===== config.mk =====
export PLATFORM = sky130hd
export DESIGN_NAME = rsa_key_and_modexp
export DESIGN_NICKNAME = d
export VERILOG_FILES = /design/src/design/rkm_pkg.sv /design/src/design/rkm_div.sv /design/src/design/rkm_datapath.sv /design/src/design/rkm_ctrl.sv /design/src/design/rsa_key_and_modexp.sv
export SDC_FILE = /design/constraint.sdc
export NUM_CORES = 2
export LEC_CHECK = 0
export BUFFER_PORTS_ARGS = -buffer_cell sky130_fd_sc_hd__buf_2
export CAP_MARGIN = 20
export CORE_ASPECT_RATIO = 0.9
export CORE_MARGIN = 3
export CORE_UTILIZATION = 40
export CTS_BUF_LIST = sky130_fd_sc_hd__clkbuf_8
export CTS_CLUSTER_SIZE = 8
export DETAILED_ROUTE_END_ITERATION = 16
export PLACE_DENSITY_LB_ADDON = 0.1
export RECOVER_POWER = 25
export SLEW_MARGIN = 30
export SYNTH_ARGS = -nofsm -noshare
export SYNTH_HDL_FRONTEND = slang
export SYNTH_HIERARCHICAL = 1
export SYNTH_SLANG_ARGS = --single-unit

===== constraint.sdc =====
create_clock -name clk -period 6.6 [get_ports clk]
set_input_delay 0.66 -clock clk [delete_from_list [all_inputs] [get_ports clk]]
set_output_delay 0.66 -clock clk [all_outputs]
set_load 0.01 [all_outputs]

===== src/design/rkm_pkg.sv =====
// ----------------------------------------------------------------------------
// rkm_pkg
// Shared types and constants for the textbook RSA key and modexp block.
// ----------------------------------------------------------------------------
package rkm_pkg;

    localparam int RKM_MODULUS_BITS = 16;
    localparam int COEF_W           = 18;

    localparam logic [7:0]  PRIME_P_RST = 8'd3;
    localparam logic [7:0]  PRIME_Q_RST = 8'd11;
    localparam logic [15:0] PUB_EXP_RST = 16'd3;

    localparam logic [1:0] REG_PRIME_P = 2'd0;
    localparam logic [1:0] REG_PRIME_Q = 2'd1;
    localparam logic [1:0] REG_PUB_EXP = 2'd2;

    localparam logic OP_ENCRYPT = 1'b0;
    localparam logic OP_DECRYPT = 1'b1;

    typedef enum logic [3:0] {
        ST_IDLE,
        ST_E_INIT,
        ST_E_TEST,
        ST_E_DIV,
        ST_E_UPD,
        ST_X_INIT,
        ST_X_BASE,
        ST_X_TEST,
        ST_X_STA,
        ST_X_DIVA,
        ST_X_MULS,
        ST_X_STS,
        ST_X_DIVS,
        ST_OUT
    } state_t;

    typedef enum logic [1:0] {
        DIV_EUCLID,
        DIV_VALUE,
        DIV_PROD
    } div_src_t;

    typedef struct packed {
        logic     load;
        logic     e_init;
        logic     e_mul;
        logic     e_upd;
        logic     e_fin;
        logic     x_init;
        logic     take_base;
        logic     mul_acc;
        logic     take_acc;
        logic     mul_sq;
        logic     take_sq;
        logic     res_zero;
        logic     res_acc;
        logic     div_start;
        div_src_t div_src;
    } cmd_t;

    typedef struct packed {
        logic b2_one;
        logic b2_zero;
        logic div_done;
        logic n_le1;
        logic dec_fail;
        logic exp_zero;
        logic exp_lsb;
    } stat_t;

endpackage


===== src/design/rkm_div.sv =====
// ----------------------------------------------------------------------------
// rkm_div
// Restoring divider of 32 by 16 bits, one quotient bit per cycle.
// ----------------------------------------------------------------------------
module rkm_div
    import rkm_pkg::*;
(
    input  logic        clk,
    input  logic        rst_n,
    input  logic        start,
    input  logic [31:0] dividend,
    input  logic [15:0] divisor,
    output logic        done,
    output logic [31:0] quotient,
    output logic [15:0] remainder
);

    logic        busy_reg;
    logic        done_reg;
    logic [4:0]  cnt_reg;
    logic [31:0] quo_reg;
    logic [15:0] rem_reg;
    logic [15:0] dsr_reg;
    logic [16:0] trial;
    logic [16:0] diff;
    logic        ge;

    assign trial = {rem_reg, quo_reg[31]};
    assign diff  = trial - {1'b0, dsr_reg};
    assign ge    = (trial >= {1'b0, dsr_reg});

    always_ff @(posedge clk or negedge rst_n)
    begin
        if (!rst_n)
        begin
            busy_reg <= 1'b0;
            done_reg <= 1'b0;
            cnt_reg  <= '0;
        end
        else
        begin
            done_reg <= 1'b0;
            if (start)
            begin
                busy_reg <= 1'b1;
                cnt_reg  <= '0;
            end
            else if (busy_reg)
            begin
                cnt_reg <= cnt_reg + 5'd1;
                if (&cnt_reg)
                begin
                    busy_reg <= 1'b0;
                    done_reg <= 1'b1;
                end
            end
        end
    end

    always_ff @(posedge clk)
    begin
        if (start)
        begin
            quo_reg <= dividend;
            rem_reg <= '0;
            dsr_reg <= divisor;
        end
        else if (busy_reg)
        begin
            quo_reg <= {quo_reg[30:0], ge};
            rem_reg <= ge ? diff[15:0] : trial[15:0];
        end
    end

    assign done      = done_reg;
    assign quotient  = quo_reg;
    assign remainder = rem_reg;

endmodule


===== src/design/rkm_datapath.sv =====
// ----------------------------------------------------------------------------
// rkm_datapath
// Euclid coefficient registers, modexp registers, multipliers and divider.
// ----------------------------------------------------------------------------
module rkm_datapath
    import rkm_pkg::*;
#(
    parameter int MODULUS_BITS = RKM_MODULUS_BITS
)
(
    input  logic        clk,
    input  logic        rst_n,
    input  cmd_t        cmd,
    output stat_t       stat,
    input  logic [7:0]  prime_p,
    input  logic [7:0]  prime_q,
    input  logic [15:0] public_exponent,
    input  logic        opcode,
    input  logic [15:0] value,
    output logic [15:0] result,
    output logic [15:0] private_key,
    output logic        status
);

    localparam int          MB       = (MODULUS_BITS < 16) ? MODULUS_BITS : 16;
    localparam logic [15:0] RES_MASK = 16'((33'd1 << MB) - 33'd1);

    logic                     op_reg;
    logic [15:0]              val_reg;
    logic [15:0]              n_reg;
    logic [15:0]              t_reg;
    logic signed [COEF_W-1:0] a1_reg;
    logic signed [COEF_W-1:0] b1_reg;
    logic [15:0]              a2_reg;
    logic [15:0]              b2_reg;
    logic signed [34:0]       eprod_reg;
    logic [31:0]              prod_reg;
    logic [15:0]              acc_reg;
    logic [15:0]              base_reg;
    logic [15:0]              exp_reg;
    logic [15:0]              d_reg;
    logic                     ok_reg;
    logic [15:0]              res_reg;

    logic [7:0]               pm;
    logic [7:0]               qm;
    logic signed [COEF_W-1:0] n1;
    logic signed [COEF_W-1:0] tb;
    logic [31:0]              div_dividend;
    logic [15:0]              div_divisor;
    logic                     div_done;
    logic [31:0]              div_quo;
    logic [15:0]              div_rem;

    assign pm = (prime_p != 8'd0) ? prime_p - 8'd1 : 8'd0;
    assign qm = (prime_q != 8'd0) ? prime_q - 8'd1 : 8'd0;
    assign n1 = a1_reg - $signed(eprod_reg[COEF_W-1:0]);
    assign tb = $signed({2'b00, t_reg}) + b1_reg;

    always_comb
    begin
        unique case (cmd.div_src)
            DIV_EUCLID:
            begin
                div_dividend = {16'd0, a2_reg};
                div_divisor  = b2_reg;
            end
            DIV_VALUE:
            begin
                div_dividend = {16'd0, val_reg};
                div_divisor  = n_reg;
            end
            default:
            begin
                div_dividend = prod_reg;
                div_divisor  = n_reg;
            end
        endcase
    end

    rkm_div u_div (
        .clk       (clk),
        .rst_n     (rst_n),
        .start     (cmd.div_start),
        .dividend  (div_dividend),
        .divisor   (div_divisor),
        .done      (div_done),
        .quotient  (div_quo),
        .remainder (div_rem)
    );

    always_ff @(posedge clk)
    begin
        if (cmd.load)
        begin
            op_reg  <= opcode;
            val_reg <= value;
        end
        if (cmd.e_init)
        begin
            n_reg  <= 16'(prime_p) * 16'(prime_q);
            t_reg  <= 16'(pm) * 16'(qm);
            a1_reg <= '0;
            b1_reg <= COEF_W'(1);
            a2_reg <= 16'(pm) * 16'(qm);
            b2_reg <= public_exponent;
        end
        if (cmd.e_mul)
            eprod_reg <= $signed({1'b0, div_quo[15:0]}) * b1_reg;
        if (cmd.e_upd)
        begin
            a1_reg <= b1_reg;
            a2_reg <= b2_reg;
            b1_reg <= n1;
            b2_reg <= div_rem;
        end
        if (cmd.e_fin)
        begin
            ok_reg <= (b2_reg != 16'd0);
            if (b2_reg == 16'd0)
                d_reg <= '0;
            else if (b1_reg > 0)
                d_reg <= b1_reg[15:0];
            else if (b1_reg < 0)
                d_reg <= tb[15:0];
            else
                d_reg <= '0;
        end
        if (cmd.x_init)
        begin
            acc_reg <= 16'd1;
            exp_reg <= (op_reg == OP_DECRYPT) ? d_reg : public_exponent;
        end
        if (cmd.take_base)
            base_reg <= div_rem;
        if (cmd.mul_acc)
            prod_reg <= 32'(acc_reg) * 32'(base_reg);
        if (cmd.mul_sq)
            prod_reg <= 32'(base_reg) * 32'(base_reg);
        if (cmd.take_acc)
            acc_reg <= div_rem;
        if (cmd.take_sq)
        begin
            base_reg <= div_rem;
            exp_reg  <= exp_reg >> 1;
        end
        if (cmd.res_zero)
            res_reg <= '0;
        if (cmd.res_acc)
            res_reg <= acc_reg & RES_MASK;
    end

    assign stat.b2_one   = (b2_reg == 16'd1);
    assign stat.b2_zero  = (b2_reg == 16'd0);
    assign stat.div_done = div_done;
    assign stat.n_le1    = (n_reg <= 16'd1);
    assign stat.dec_fail = (op_reg == OP_DECRYPT) && !ok_reg;
    assign stat.exp_zero = (exp_reg == 16'd0);
    assign stat.exp_lsb  = exp_reg[0];

    assign result      = res_reg;
    assign private_key = d_reg;
    assign status      = !ok_reg;

endmodule


===== src/design/rkm_ctrl.sv =====
// ----------------------------------------------------------------------------
// rkm_ctrl
// Sequencer for the inverse search and the square-and-multiply loop.
// ----------------------------------------------------------------------------
module rkm_ctrl
    import rkm_pkg::*;
(
    input  logic  clk,
    input  logic  rst_n,
    input  logic  in_valid,
    output logic  in_ready,
    input  logic  out_free,
    output logic  out_load,
    output cmd_t  cmd,
    input  stat_t stat
);

    state_t state_reg;
    state_t state_next;

    always_ff @(posedge clk or negedge rst_n)
    begin
        if (!rst_n)
            state_reg <= ST_IDLE;
        else
            state_reg <= state_next;
    end

    always_comb
    begin
        state_next  = state_reg;
        cmd         = '0;
        cmd.div_src = DIV_EUCLID;
        in_ready    = 1'b0;
        out_load    = 1'b0;
        unique case (state_reg)
            ST_IDLE:
            begin
                in_ready = 1'b1;
                if (in_valid)
                begin
                    cmd.load   = 1'b1;
                    state_next = ST_E_INIT;
                end
            end
            ST_E_INIT:
            begin
                cmd.e_init = 1'b1;
                state_next = ST_E_TEST;
            end
            ST_E_TEST:
            begin
                if (stat.b2_one || stat.b2_zero)
                begin
                    cmd.e_fin  = 1'b1;
                    state_next = ST_X_INIT;
                end
                else
                begin
                    cmd.div_start = 1'b1;
                    state_next    = ST_E_DIV;
                end
            end
            ST_E_DIV:
            begin
                if (stat.div_done)
                begin
                    cmd.e_mul  = 1'b1;
                    state_next = ST_E_UPD;
                end
            end
            ST_E_UPD:
            begin
                cmd.e_upd  = 1'b1;
                state_next = ST_E_TEST;
            end
            ST_X_INIT:
            begin
                if (stat.n_le1 || stat.dec_fail)
                begin
                    cmd.res_zero = 1'b1;
                    state_next   = ST_OUT;
                end
                else
                begin
                    cmd.x_init    = 1'b1;
                    cmd.div_start = 1'b1;
                    cmd.div_src   = DIV_VALUE;
                    state_next    = ST_X_BASE;
                end
            end
            ST_X_BASE:
            begin
                if (stat.div_done)
                begin
                    cmd.take_base = 1'b1;
                    state_next    = ST_X_TEST;
                end
            end
            ST_X_TEST:
            begin
                if (stat.exp_zero)
                begin
                    cmd.res_acc = 1'b1;
                    state_next  = ST_OUT;
                end
                else if (stat.exp_lsb)
                begin
                    cmd.mul_acc = 1'b1;
                    state_next  = ST_X_STA;
                end
                else
                    state_next = ST_X_MULS;
            end
            ST_X_STA:
            begin
                cmd.div_start = 1'b1;
                cmd.div_src   = DIV_PROD;
                state_next    = ST_X_DIVA;
            end
            ST_X_DIVA:
            begin
                if (stat.div_done)
                begin
                    cmd.take_acc = 1'b1;
                    state_next   = ST_X_MULS;
                end
            end
            ST_X_MULS:
            begin
                cmd.mul_sq = 1'b1;
                state_next = ST_X_STS;
            end
            ST_X_STS:
            begin
                cmd.div_start = 1'b1;
                cmd.div_src   = DIV_PROD;
                state_next    = ST_X_DIVS;
            end
            ST_X_DIVS:
            begin
                if (stat.div_done)
                begin
                    cmd.take_sq = 1'b1;
                    state_next  = ST_X_TEST;
                end
            end
            ST_OUT:
            begin
                if (out_free)
                begin
                    out_load   = 1'b1;
                    state_next = ST_IDLE;
                end
            end
            default:
            begin
                state_next = ST_IDLE;
            end
        endcase
    end

endmodule


===== src/design/rsa_key_and_modexp.sv =====
// ----------------------------------------------------------------------------
// rsa_key_and_modexp
// Textbook RSA: private exponent by extended Euclid, then modular power.
// ----------------------------------------------------------------------------
//
//  Channel   Direction  Signals                       Word contents
//  s_axis    in         tvalid tready tdata tuser     value; opcode in tuser
//  m_axis    out        tvalid tready tdata tuser     result, private_key; status
//  apb       in         psel penable pwrite paddr ... prime_p, prime_q, public_exponent
//
//  Each word first runs the extended Euclidean search: one pass per quotient,
//  each division going through the shared restoring divider. The power then
//  needs one reduction for the base, one squaring per exponent bit and one
//  multiply per set bit, each reduced through that same divider.
//  Reset clears the sequencer, the divider control and the output valid; the
//  configuration registers return to p = 3, q = 11, e = 3.
//  A finished word waits in the output register while the next word is taken.
//
module rsa_key_and_modexp
    import rkm_pkg::*;
#(
    parameter int MODULUS_BITS = RKM_MODULUS_BITS
)
(
    input  logic        clk,
    input  logic        rst_n,
    input  logic        s_axis_tvalid,
    output logic        s_axis_tready,
    input  logic [15:0] s_axis_tdata,   // [15:0] value
    input  logic        s_axis_tuser,   // [0] opcode
    output logic        m_axis_tvalid,
    input  logic        m_axis_tready,
    output logic [31:0] m_axis_tdata,   // [15:0] result, [31:16] private_key
    output logic        m_axis_tuser,   // [0] status
    input  logic        psel,
    input  logic        penable,
    input  logic        pwrite,
    input  logic [3:0]  paddr,
    input  logic [31:0] pwdata,
    output logic [31:0] prdata,
    output logic        pready
);

    logic [7:0]  prime_p_reg;
    logic [7:0]  prime_q_reg;
    logic [15:0] pub_exp_reg;
    logic        cfg_wr;

    logic        out_valid_reg;
    logic [15:0] out_result_reg;
    logic [15:0] out_key_reg;
    logic        out_status_reg;
    logic        out_free;
    logic        out_load;

    cmd_t        cmd;
    stat_t       stat;
    logic [15:0] dp_result;
    logic [15:0] dp_key;
    logic        dp_status;

    // The configuration port never stalls.
    assign pready = 1'b1;
    assign cfg_wr = psel && penable && pwrite && pready;

    always_ff @(posedge clk or negedge rst_n)
    begin
        if (!rst_n)
        begin
            prime_p_reg <= PRIME_P_RST;
            prime_q_reg <= PRIME_Q_RST;
            pub_exp_reg <= PUB_EXP_RST;
        end
        else if (cfg_wr)
        begin
            unique case (paddr[3:2])
                REG_PRIME_P: prime_p_reg <= pwdata[7:0];
                REG_PRIME_Q: prime_q_reg <= pwdata[7:0];
                REG_PUB_EXP: pub_exp_reg <= pwdata[15:0];
                default:     ;
            endcase
        end
    end

    always_comb
    begin
        unique case (paddr[3:2])
            REG_PRIME_P: prdata = {24'd0, prime_p_reg};
            REG_PRIME_Q: prdata = {24'd0, prime_q_reg};
            REG_PUB_EXP: prdata = {16'd0, pub_exp_reg};
            default:     prdata = '0;
        endcase
    end

    // The sequencer may hand over a new word whenever the output register
    // is empty or is being emptied in the same cycle.
    assign out_free = !out_valid_reg || m_axis_tready;

    rkm_ctrl u_ctrl (
        .clk      (clk),
        .rst_n    (rst_n),
        .in_valid (s_axis_tvalid),
        .in_ready (s_axis_tready),
        .out_free (out_free),
        .out_load (out_load),
        .cmd      (cmd),
        .stat     (stat)
    );

    rkm_datapath #(
        .MODULUS_BITS (MODULUS_BITS)
    ) u_dp (
        .clk             (clk),
        .rst_n           (rst_n),
        .cmd             (cmd),
        .stat            (stat),
        .prime_p         (prime_p_reg),
        .prime_q         (prime_q_reg),
        .public_exponent (pub_exp_reg),
        .opcode          (s_axis_tuser),
        .value           (s_axis_tdata),
        .result          (dp_result),
        .private_key     (dp_key),
        .status          (dp_status)
    );

    always_ff @(posedge clk or negedge rst_n)
    begin
        if (!rst_n)
            out_valid_reg <= 1'b0;
        else if (out_load)
            out_valid_reg <= 1'b1;
        else if (m_axis_tready)
            out_valid_reg <= 1'b0;
    end

    always_ff @(posedge clk)
    begin
        if (out_load)
        begin
            out_result_reg <= dp_result;
            out_key_reg    <= dp_key;
            out_status_reg <= dp_status;
        end
    end

    assign m_axis_tvalid = out_valid_reg;
    assign m_axis_tdata  = {out_key_reg, out_result_reg};
    assign m_axis_tuser  = out_status_reg;

endmodule


==> results list <==
- Area delta synth->final: 12.2%
* Flip-flop cell with the highest count after synthesis: sky130_fd_sc_hd__edfxtp_1
- Leading post-synthesis cells by cell area: sky130_fd_sc_hd__fa_1, sky130_fd_sc_hd__edfxtp_1, sky130_fd_sc_hd__ha_1
* Number of instances in the synthesized netlist: about 4300
* Share of synthesized area spent on multiplexers: 0.0454
* Setup slack of the worst register-to-register path: between 60 and 70 ps
- The first global-routing pass estimated between 150000 and 200000 um of wire.
- Min-Delay Endpoint: u_dp/val_reg[9]
- Once detail routing completed, the nets flagged for antenna violations numbered 0.
- Max Fanout on Critical Path: 6
- Clock root cell: sky130_fd_sc_hd__clkbuf_8
- The first routing iteration left between 2000 and 2500 violations.
- Cell accounting for the most synthesized area: sky130_fd_sc_hd__fa_1
- After synthesis the cells add up to approximately 43000 um^2.
- The number of endpoints with negative hold slack in the final report is 0.
- Detailed-route via count: roughly 30000
* Setup repair after global routing missed its margin: yes
- Leaving out fill and tap cells, the most frequent cell in the layout is sky130_fd_sc_hd__inv_1.
* Final standard cell utilization of the core: 0.456
- Antenna violations before repair: 6
* Boundary Pins: ~130
* Number of synthesized flops with an enable pin: approximately 330
* Count of maximum capacitance violations: 1
- In the routed layout, each cell is associated on average with a via count of 5.01.
* Routed length per placed instance: approximately 20 um
- After clock tree synthesis, the flow added hold-fix buffers numbering 0.
* Insertion delay to the later sink of the worst-skew pair: a little over 700 ps
- Detailed-route DRC error count: 0
- Arrival time of the worst setup path: slightly below 7000 ps
* Detailed placement HPWL: between 90000 and 100000 um
* Standard cell core area: about 110000 um^2
- At the worst endpoint, the required time is ~7000 ps.
* Maximum number of buffers from clock root to sink: 3
* Vert. Die Dim: 318 um
- The final max-slew violation count came to 45.
- FFs w/ async S/R, synth: 0.113
- Post-synthesis sequential element count: 389
- Area of the multi-input gates: about 28000 um^2
- Sequential cell area: between 10000 and 15000 um^2
* Worst hold stages: 1
- The share of synthesized area in the top cell type comes to 0.249.
- Synthesized-area fraction occupied by adder cells: 0.361
- Setup violations remaining at the end of the flow were counted as 0.
- Result of the run: finished, violations left
* Synthesized-area fraction occupied by ao, oa, aoi and oai cells: 0.0649
- The path class of the tightest hold or removal check is input pin to register.
- Once routing completed, OpenROAD measured the worst setup slack at around 67 ps.
* Relative max-transition margin: -0.752
* Pin count of the biggest net entering global routing: 73
- Clock tree from TritonCTS: built
- After clock tree synthesis, the clock-pin slew on the worst setup and hold paths is 60 ps.
* H-tree level count: 3
* Final weighted congestion in routability-driven placement: just under 0.9
- Class of the most critical setup path: register to register
- Crit path capture type: register
- Across every metal layer, demand over resource in global routing totals 0.211.
* Worst slack, placed: -240 ps
- In this run the most critical hold path is launched from s_axis_tdata[9].
- Total Wirelength: 118000 um
- The clock drives 389 sinks.
- The number of global-route vias before repair came to 31500.
- Buffers placed on the I/O ports in this run total 92.
- Overall die area: 112000 um^2
- Total grt overflow: 0
- Of the total synthesized cell area, the portion taken by AND, OR, NAND and NOR gates is 0.145.
- Worst-Margin Slew: ~2600 ps
* Startpoint class of the critical path: register
- Of the available clock period, the critical path in the final layout requires 0.990.
- Fill cell instance count of the final layout: 10300
- By area, the combinational part of the netlist is dominated by adder cells.
- In this run the mean area of a mapped cell was about 10 um^2.
- Yosys printed 6 warnings.
- Initial cell density of the core: 0.407
- Library cells used by synthesis: 96
- Fraction of layout instances using a drive strength above 1: 0.135
- Reg-to-Reg End: u_dp/prod_reg[29]
* Number of search-and-repair iterations in the first detailed-routing pass: 6
* Sequential cell area fraction in the yosys report: 0.261
- The die is 353 um wide.
- Clock skew on the completed layout was measured at between 40 and 50 ps.
* Row count: 113
- The clock period could shrink to approximately 6500 ps.
- Final Net Count: between 5000 and 6000
* FMAX: ~0.15 GHz
- Number of clock buffers inserted by TritonCTS: 70
- Of the total synthesized cell area, the portion taken by XOR and XNOR cells is 0.0334.
* Most used cells in the layout excluding fill and tap cells: sky130_fd_sc_hd__inv_1, sky130_fd_sc_hd__fa_1, sky130_fd_sc_hd__nand2_1
* Failing checks: max-capacitance violations, max-slew violations
* Worst reg2reg path startpoint: u_dp/base_reg[3]
- Measured in cells, the most critical reg-to-reg path has a length of 23.
-- stage by stage --
step / instances / setup TNS, ps / hold slack (ps) / area [um^2]
floorplan: 4357 / 0 / 364 / 43300
global placement: 5910 / -488 / 401 / 46700
detailed placement: 5911 / -396 / 405 / 46800
CTS: 6037 / -62.4 / 49.6 / 48200
global route: 6054 / -513 / 102 / 48600
finish: 6056 / 0 / 161 / 48600
-- final cells by class --
| class | instances | share of cell area |
|---|---|---|
| sequential | 389 | 0.233 |
| clock inverter | 54 | 0.00832 |
| inverter | 795 | 0.0614 |
| antenna | 3 | 0.000155 |
| timing repair buffer | 333 | 0.0535 |
| clock buffer | 72 | 0.0204 |
| tap | 1437 | 0.0370 |
| multi-input combinational | 2973 | 0.587 |
-- logic make-up (layout without fill, tap and decap cells) --
family / after synthesis / after routing
compound gates: 419 / 419
xor+xnor: 165 / 165
fa+ha+maj: 924 / 924
buf+inv: 995 / 1254
flops: 389 / 389
mux: 182 / 182
other cells: 2 / 20
simple gates: 1266 / 1266
-- per-layer routing --
| layer | GRT usage | wire length, um |
|---|---|---|
| met4 | 0.0467 | 2670 |
| met1 | 0.309 | 56700 |
| met3 | 0.0450 | 7080 |
| met5 | 0 | 27 |
| met2 | 0.320 | 51300 |
-- worst max-delay path by stage --
stage / from / to / slack [ps] / depth (start not counted)
5_1_grt: u_dp/base_reg[3] / u_dp/prod_reg[29] / -170 / 24
6_report: u_dp/base_reg[3] / u_dp/prod_reg[29] / 70 / 23
2_1_floorplan: u_dp/base_reg[9] / u_dp/prod_reg[28] / 340 / 23
3_5_place_dp: u_dp/base_reg[4] / u_dp/prod_reg[29] / -240 / 26
3_3_place_gp: u_dp/base_reg[4] / u_dp/prod_reg[29] / -270 / 26
4_1_cts: u_dp/base_reg[4] / u_dp/prod_reg[29] / -60 / 26
-- synthesized netlist by cell type (7+ instances only) --
cell type,number
sky130_fd_sc_hd__a211oi_1,29
sky130_fd_sc_hd__a21boi_0,12
sky130_fd_sc_hd__a21o_1,29
sky130_fd_sc_hd__a21oi_1,95
sky130_fd_sc_hd__a22oi_1,11
sky130_fd_sc_hd__a31oi_1,12
sky130_fd_sc_hd__and2_1,325
sky130_fd_sc_hd__and3_1,17
sky130_fd_sc_hd__buf_2,10
sky130_fd_sc_hd__buf_4,22
sky130_fd_sc_hd__clkbuf_1,158
sky130_fd_sc_hd__dfrtp_1,37
sky130_fd_sc_hd__dfstp_2,7
sky130_fd_sc_hd__dfxtp_1,17
sky130_fd_sc_hd__edfxtp_1,328
sky130_fd_sc_hd__fa_1,539
sky130_fd_sc_hd__ha_1,385
sky130_fd_sc_hd__inv_1,795
sky130_fd_sc_hd__mux2_2,114
sky130_fd_sc_hd__mux2i_1,67
sky130_fd_sc_hd__nand2_1,476
sky130_fd_sc_hd__nand2b_1,34
sky130_fd_sc_hd__nand3_1,28
sky130_fd_sc_hd__nand4_1,8
sky130_fd_sc_hd__nor2_1,194
sky130_fd_sc_hd__nor2b_1,23
sky130_fd_sc_hd__nor3_1,43
sky130_fd_sc_hd__nor4_1,23
sky130_fd_sc_hd__o211ai_1,9
sky130_fd_sc_hd__o21a_1,15
sky130_fd_sc_hd__o21ai_0,108
sky130_fd_sc_hd__o21ai_1,7
sky130_fd_sc_hd__o21bai_1,15
sky130_fd_sc_hd__o31ai_1,13
sky130_fd_sc_hd__or2_2,34
sky130_fd_sc_hd__or3_1,21
sky130_fd_sc_hd__xnor2_1,115
sky130_fd_sc_hd__xor2_1,50
-- critical path: stages, from the launching register on --
cell and delay [ps]:
sky130_fd_sc_hd__edfxtp_1 400, sky130_fd_sc_hd__buf_6 150, sky130_fd_sc_hd__buf_12 130, sky130_fd_sc_hd__buf_4 140, sky130_fd_sc_hd__nand2_1 70, sky130_fd_sc_hd__fa_1 440
sky130_fd_sc_hd__fa_1 460, sky130_fd_sc_hd__fa_1 540, sky130_fd_sc_hd__inv_1 50, sky130_fd_sc_hd__fa_1 500, sky130_fd_sc_hd__fa_1 490, sky130_fd_sc_hd__inv_1 50
sky130_fd_sc_hd__fa_1 480, sky130_fd_sc_hd__inv_1 70, sky130_fd_sc_hd__ha_4 270, sky130_fd_sc_hd__buf_4 120, sky130_fd_sc_hd__and3_1 300, sky130_fd_sc_hd__o2111ai_4 240
sky130_fd_sc_hd__a31oi_4 290, sky130_fd_sc_hd__a2111oi_4 110, sky130_fd_sc_hd__nor3_2 270, sky130_fd_sc_hd__mux2i_1 210, sky130_fd_sc_hd__nor2_1 60, sky130_fd_sc_hd__a2111o_1 390
-- repair_timing --
item,in CTS,in global routing
setup buffers,0,11
setup endpoints to repair,5,14
pin swaps,1,19
cloned,0,3
gates resized for setup,3,62
Power is not shown: default switching activity piles up to over one toggle a cycle in this logic, so the estimate is an artifact.
